### src/design/smig_pkg.sv
// Shared types and constants for the sphere mesh index generator.
// No dependencies.
package smig_pkg;

  localparam int unsigned IdxW = 20;
  localparam int unsigned CfgW = 11;

  localparam logic [CfgW-1:0] LonReset = CfgW'(32);
  localparam logic [CfgW-1:0] LatReset = CfgW'(16);

  typedef enum logic [0:0] {
    REG_LONGITUDE = 1'b0,
    REG_LATITUDE  = 1'b1
  } cfg_reg_e;

  typedef struct packed {
    logic [IdxW-1:0] index_first;
    logic [IdxW-1:0] index_second;
    logic [IdxW-1:0] index_third;
    logic            last_triangle;
  } tri_t;

endpackage

### src/design/smig_out_buf.sv
// Two-entry output buffer (result register plus skid register).
// Depends on smig_pkg (tri_t).
module smig_out_buf
  import smig_pkg::*;
(
  input  logic clk_i,
  input  logic rst_ni,
  input  logic in_valid_i,
  output logic in_ready_o,
  input  tri_t in_data_i,
  output logic out_valid_o,
  input  logic out_ready_i,
  output tri_t out_data_o
);

  logic main_valid_q, main_valid_d;
  logic skid_valid_q, skid_valid_d;
  tri_t main_q, main_d;
  tri_t skid_q, skid_d;
  logic in_fire;
  logic main_free;

  assign in_ready_o  = ~skid_valid_q;
  assign in_fire     = in_valid_i & ~skid_valid_q;
  assign main_free   = ~main_valid_q | out_ready_i;
  assign out_valid_o = main_valid_q;
  assign out_data_o  = main_q;

  always_comb begin
    main_valid_d = main_valid_q;
    skid_valid_d = skid_valid_q;
    main_d       = main_q;
    skid_d       = skid_q;
    if (main_free) begin
      if (skid_valid_q) begin
        main_d       = skid_q;
        main_valid_d = 1'b1;
        skid_valid_d = 1'b0;
      end else begin
        main_d       = in_data_i;
        main_valid_d = in_fire;
      end
    end else if (in_fire) begin
      skid_d       = in_data_i;
      skid_valid_d = 1'b1;
    end
  end

  always_ff @(posedge clk_i or negedge rst_ni) begin
    if (!rst_ni) begin
      main_valid_q <= 1'b0;
      skid_valid_q <= 1'b0;
    end else begin
      main_valid_q <= main_valid_d;
      skid_valid_q <= skid_valid_d;
    end
  end

  always_ff @(posedge clk_i) begin
    main_q <= main_d;
    skid_q <= skid_d;
  end

endmodule

### config.mk
export PLATFORM = sky130hd
export DESIGN_NAME = smig_out_buf
export DESIGN_NICKNAME = d
export VERILOG_FILES = /design/src/design/smig_pkg.sv /design/src/design/smig_out_buf.sv
export SDC_FILE = /design/constraint.sdc
export NUM_CORES = 1
export LEC_CHECK = 0
export ABC_AREA = 1
export BUFFER_PORTS_ARGS = -buffer_cell sky130_fd_sc_hd__buf_4
export CAP_MARGIN = 10
export CORE_MARGIN = 3
export CORE_UTILIZATION = 44
export CTS_CLUSTER_DIAMETER = 80
export DETAILED_ROUTE_END_ITERATION = 6
export PLACE_DENSITY = 0.65
export SLEW_MARGIN = 20
export SYNTH_ARGS = -nofsm -noshare
export SYNTH_HDL_FRONTEND = slang
export SYNTH_SLANG_ARGS = --single-unit
### constraint.sdc
create_clock -name clk_i -period 10.44 [get_ports clk_i]
set_clock_uncertainty 0.1 [all_clocks]
set_input_delay 1.044 -clock clk_i [delete_from_list [all_inputs] [get_ports clk_i]]
set_output_delay 1.044 -clock clk_i [all_outputs]
set_load 0.005 [all_outputs]
======== Word level (Yosys, flattened, before mapping) ========
Index checks and enable logic that the tools add are counted.
Widths: inputs -> output; s select.
operators by class
  add/sub/neg operators ................... 0
  $mul .................................... 0
  divide/modulo/power cells ............... 0
  order comparisons ....................... 0
  equal/unequal tests ..................... 0
  shift operators ......................... 0
  muxes and demuxes ....................... 4
  bitwise gates (word level) .............. 5
  reduce and logical (&&, ||, !) cells .... 2
operator list
  kind               number
  $mux 61            1
  $mux 1             3
  $not 1->1          3
  $reduce_and 2->1   1
  $reduce_bool 2->1  1
  $and 1x1->1        1
  $or 1x1->1         1
word-level totals
  flip-flop bits (word level) ............. 124
  bits in latches ......................... 0
  bits in writable memories ............... 0
  ROM bits ................................ 0
  bits of input ports ..................... 65
  output and inout port bits .............. 63
  logic and storage cells ................. 21
  memories ................................ 0

======== Logic depth before layout (Yosys ltp) ========
  depth after elaboration ................. 4
  gate-level depth with buffers ........... 5
  gate-level depth less buffers ........... 3

======== Worst setup path before layout ========
OpenSTA, ideal clock, no wires.
  path type ............................... input-to-reg
  from .................................... in out_ready_i
  to ...................................... reg skid_q[0] (netlist bit), enable pin
  library setup time ...................... 481 ps
  data arrival time ....................... 5,204 ps
  data required time ...................... 9,859 ps
  path slack .............................. 4,655 ps
  cell stages on the path ................. 3
  buffers on the path ..................... 0
  cell sequence ........................... inv_1 > nand2_1 > nor2_1
on the way
  word-level cells in the longest chain between the ends .. 3
ends and longest elaborated chain
  what                               line                source
  from (decl)                        smig_out_buf.sv:12  input logic out_ready_i,
  $or 1x1->1                         smig_out_buf.sv:25  assign main_free = ~main_valid_q | out_ready_i;
  named net main_free                smig_out_buf.sv:21  logic main_free;
  $not 1->1 (no source line)         -
  $reduce_and 2->1 (no source line)  -
  to (signal assigned)               smig_out_buf.sv:61  skid_q <= skid_d;
  to (decl)                          smig_out_buf.sv:19  tri_t skid_q, skid_d;
The timed path passes the listed nets, and every way through them passes these cells.
A chain may end at the register's enable or synchronous reset.

======== Final worst setup path ========
  from .................................... reg skid_valid_q
  to ...................................... out in_ready_o
on the way
  word-level cells in the longest chain between the ends .. 1
ends and longest elaborated chain
  what                    line                source
  from (decl)             smig_out_buf.sv:17  logic skid_valid_q, skid_valid_d;
  from (signal assigned)  smig_out_buf.sv:55  skid_valid_q <= skid_valid_d;
  $not 1->1               smig_out_buf.sv:23  assign in_ready_o = ~skid_valid_q;
  to (decl)               smig_out_buf.sv:9   output logic in_ready_o,
Every way passes these cells.

==> results.cfg <==
[clock_tree]
clk_pin_slew_ns = 0.06
tritoncts = yes
cts_setup_buffers = 0
clkLatencyLatePin_ns = 0.49
numCtsBuffers = 17
htree_levels = 4
cts-hold-fix-buffers = 0
cts_sinks = 124
ctsResizeCount = 0
clk_path_buf_depth = 2
clk_root_buffer_cell = clkbuf_8

[grt]
grt_max_degree = 65
antenna_found_initial = 0
grt_pass1_wl_um = 13000
track_usage_pct = 15.0
grt_overflow_total = 0
grt_pass1_vias = 2694

[synthesis]
synth.distinct_cells = 8
yosysWarnings = 0
synth_top_cell_by_area = edfxtp_1
synth_fp_nets = 393
synth_cells = 328
avgSynthCellArea_sq_um = 13.9
synth-seq-cells = 124
yosys-top-cells-area = edfxtp_1 (80%), nand2_1 (15%), buf_6 (1.7%)
syn_area_sq_um = 4560
synth_top_area_share_pct = 80.4
yosysSeqAreaShare_pct = 81.4

[power_and_ir_drop]
p_per_area_nw_per_um2 = 207
leakagePower_nw = 2.65
finalPower_mw = 1.28
ir_drop_mv = 0.112

[critical_path]
worst_setup_path_start_kind = flip-flop
cp_max_fo = 63
critPathRequiredTime_ns = 9.30
crit_type = flip-flop to output port
critical_path_arrival_ns = 1.47
cp-end-kind = output port

[floorplanning]
die_w_um = 108
coreArea_sq_um = 9910
io_pins = 128
die_y_um = 108
initial_core_util_pct = 46.0
rows = 36
fp.dieArea_sq_um = 11600

[finish]
drive_above_1_share_pct = 34.5
area.growth.synth_to_final_pct = 35.4
final_cell_mix = nand2_1 (185), buf_4 (129), edfxtp_1 (122)
final_common_cell = nand2_1
fillers = 763
nets = 528
n_antenna_cell = 0

[drt]
drt-pass1-iter-count = 6
avgViaCountPerCell = 4.48
wl_per_cell_um = 13.8
wl_um = 8420
drt_iter0_drc = 127
drc = 0
vias = 2724
ant_nets = 0

[timing]
fin_setup_tns_ns = 0
finalSetupViolations = 0
timing.final.crit_share_pct = 25.1
tightest_slew_ns = 0.869
hold_viol_final = 0
rsz0062_at_grt = no
max_freq_ghz = 0.382
slew_viol_final = 0
min_period_ns = 2.62
max_slew_margin_pct = 42.1

[status]
outcome = completed

[placement]
gp_congestion = 0.733
port_buffers = 127
dp_hpwl_um = 5220

[hold_path]
holdCritPathClass = input pin to async pin

[run]
max-cap-violations = 0
-- final cells by class --
class | count | area, sq um | share of cell area [%]
Sequential cell | 124 | 3710 | 60.2
Timing Repair Buffer | 129 | 968 | 15.7
Multi-Input combinational cell | 189 | 724 | 11.7
Clock buffer | 17 | 414 | 6.71
Clock inverter | 14 | 173 | 2.80
Tap cell | 133 | 166 | 2.70
Inverter | 2 | 12.5 | 0.203
-- sequential cells by signal, indices dropped and copies added (netlist names) --
name and count:
skid_valid_q 1, out_data_o 61, skid_q 61, out_valid_o 1
-- through the flow --
stage                     hold WS, ns  std cells  util [%]  setup slack, ns  cell area, sq um
after CTS                       0.201        608      62.3             7.78              6170
after global placement          0.400        577      56.4             7.35              5590
after floorplan                 0.391        328         -             4.65              4560
after global routing            0.194        608      62.3             7.67              6170
after detailed placement        0.401        577      56.4             7.29              5590
final                           0.227        608      62.3             7.82              6170
-- cell usage after synthesis --
cell type,number
edfxtp_1,122
inv_6,1
dfrtp_1,2
inv_1,1
nand2_1,186
buf_4,6
nor2_1,3
buf_6,7
-- cells by family after synthesis --
logic type | Yosys count | share of synthesized area, %
AND/OR/NAND/NOR | 189 | 15.6
buffers and inverters | 15 | 2.99
flip-flops | 124 | 81.4
-- critical path: stages, from the launching register on --
cell and delay [ns]:
dfrtp_2 0.43, inv_6 0.35, buf_4 0.19
-- power breakdown --
part / switching [mW] / internal [mW] / total (mW) / leakage (nW)
Clock: 0.203 / 0.363 / 0.565 / 0.272
Sequential: 0.0106 / 0.594 / 0.604 / 1.20
Combinational: 0.0562 / 0.0546 / 0.111 / 1.18
Total: 0.270 / 1.01 / 1.28 / 2.65
-- final timing paths --
path	startpoint	to	slack (ns)	depth (start not counted)
max	skid_valid_q	in_ready_o	7.82	2
min	rst_ni	skid_valid_q	0.23	1
min in group clk_i	skid_q[30]	out_data_o[30]	0.41	2
max reg2reg	out_valid_o	skid_q[33]	8.17	3
min reg2reg	skid_q[30]	out_data_o[30]	0.41	2
max in group asynchronous	rst_ni	skid_valid_q	9.91	1
-- routing by layer --
layer  GRT usage [%]  up-vias  share of wire (%)
li1                -     1378                  -
met2            25.2       90                 52
met4            7.94        0                1.5
met3            4.32        8                6.1
met5               0        -                  0
met1            17.4     1248                 40
No activity file was read; power rests on OpenSTA's default activity.
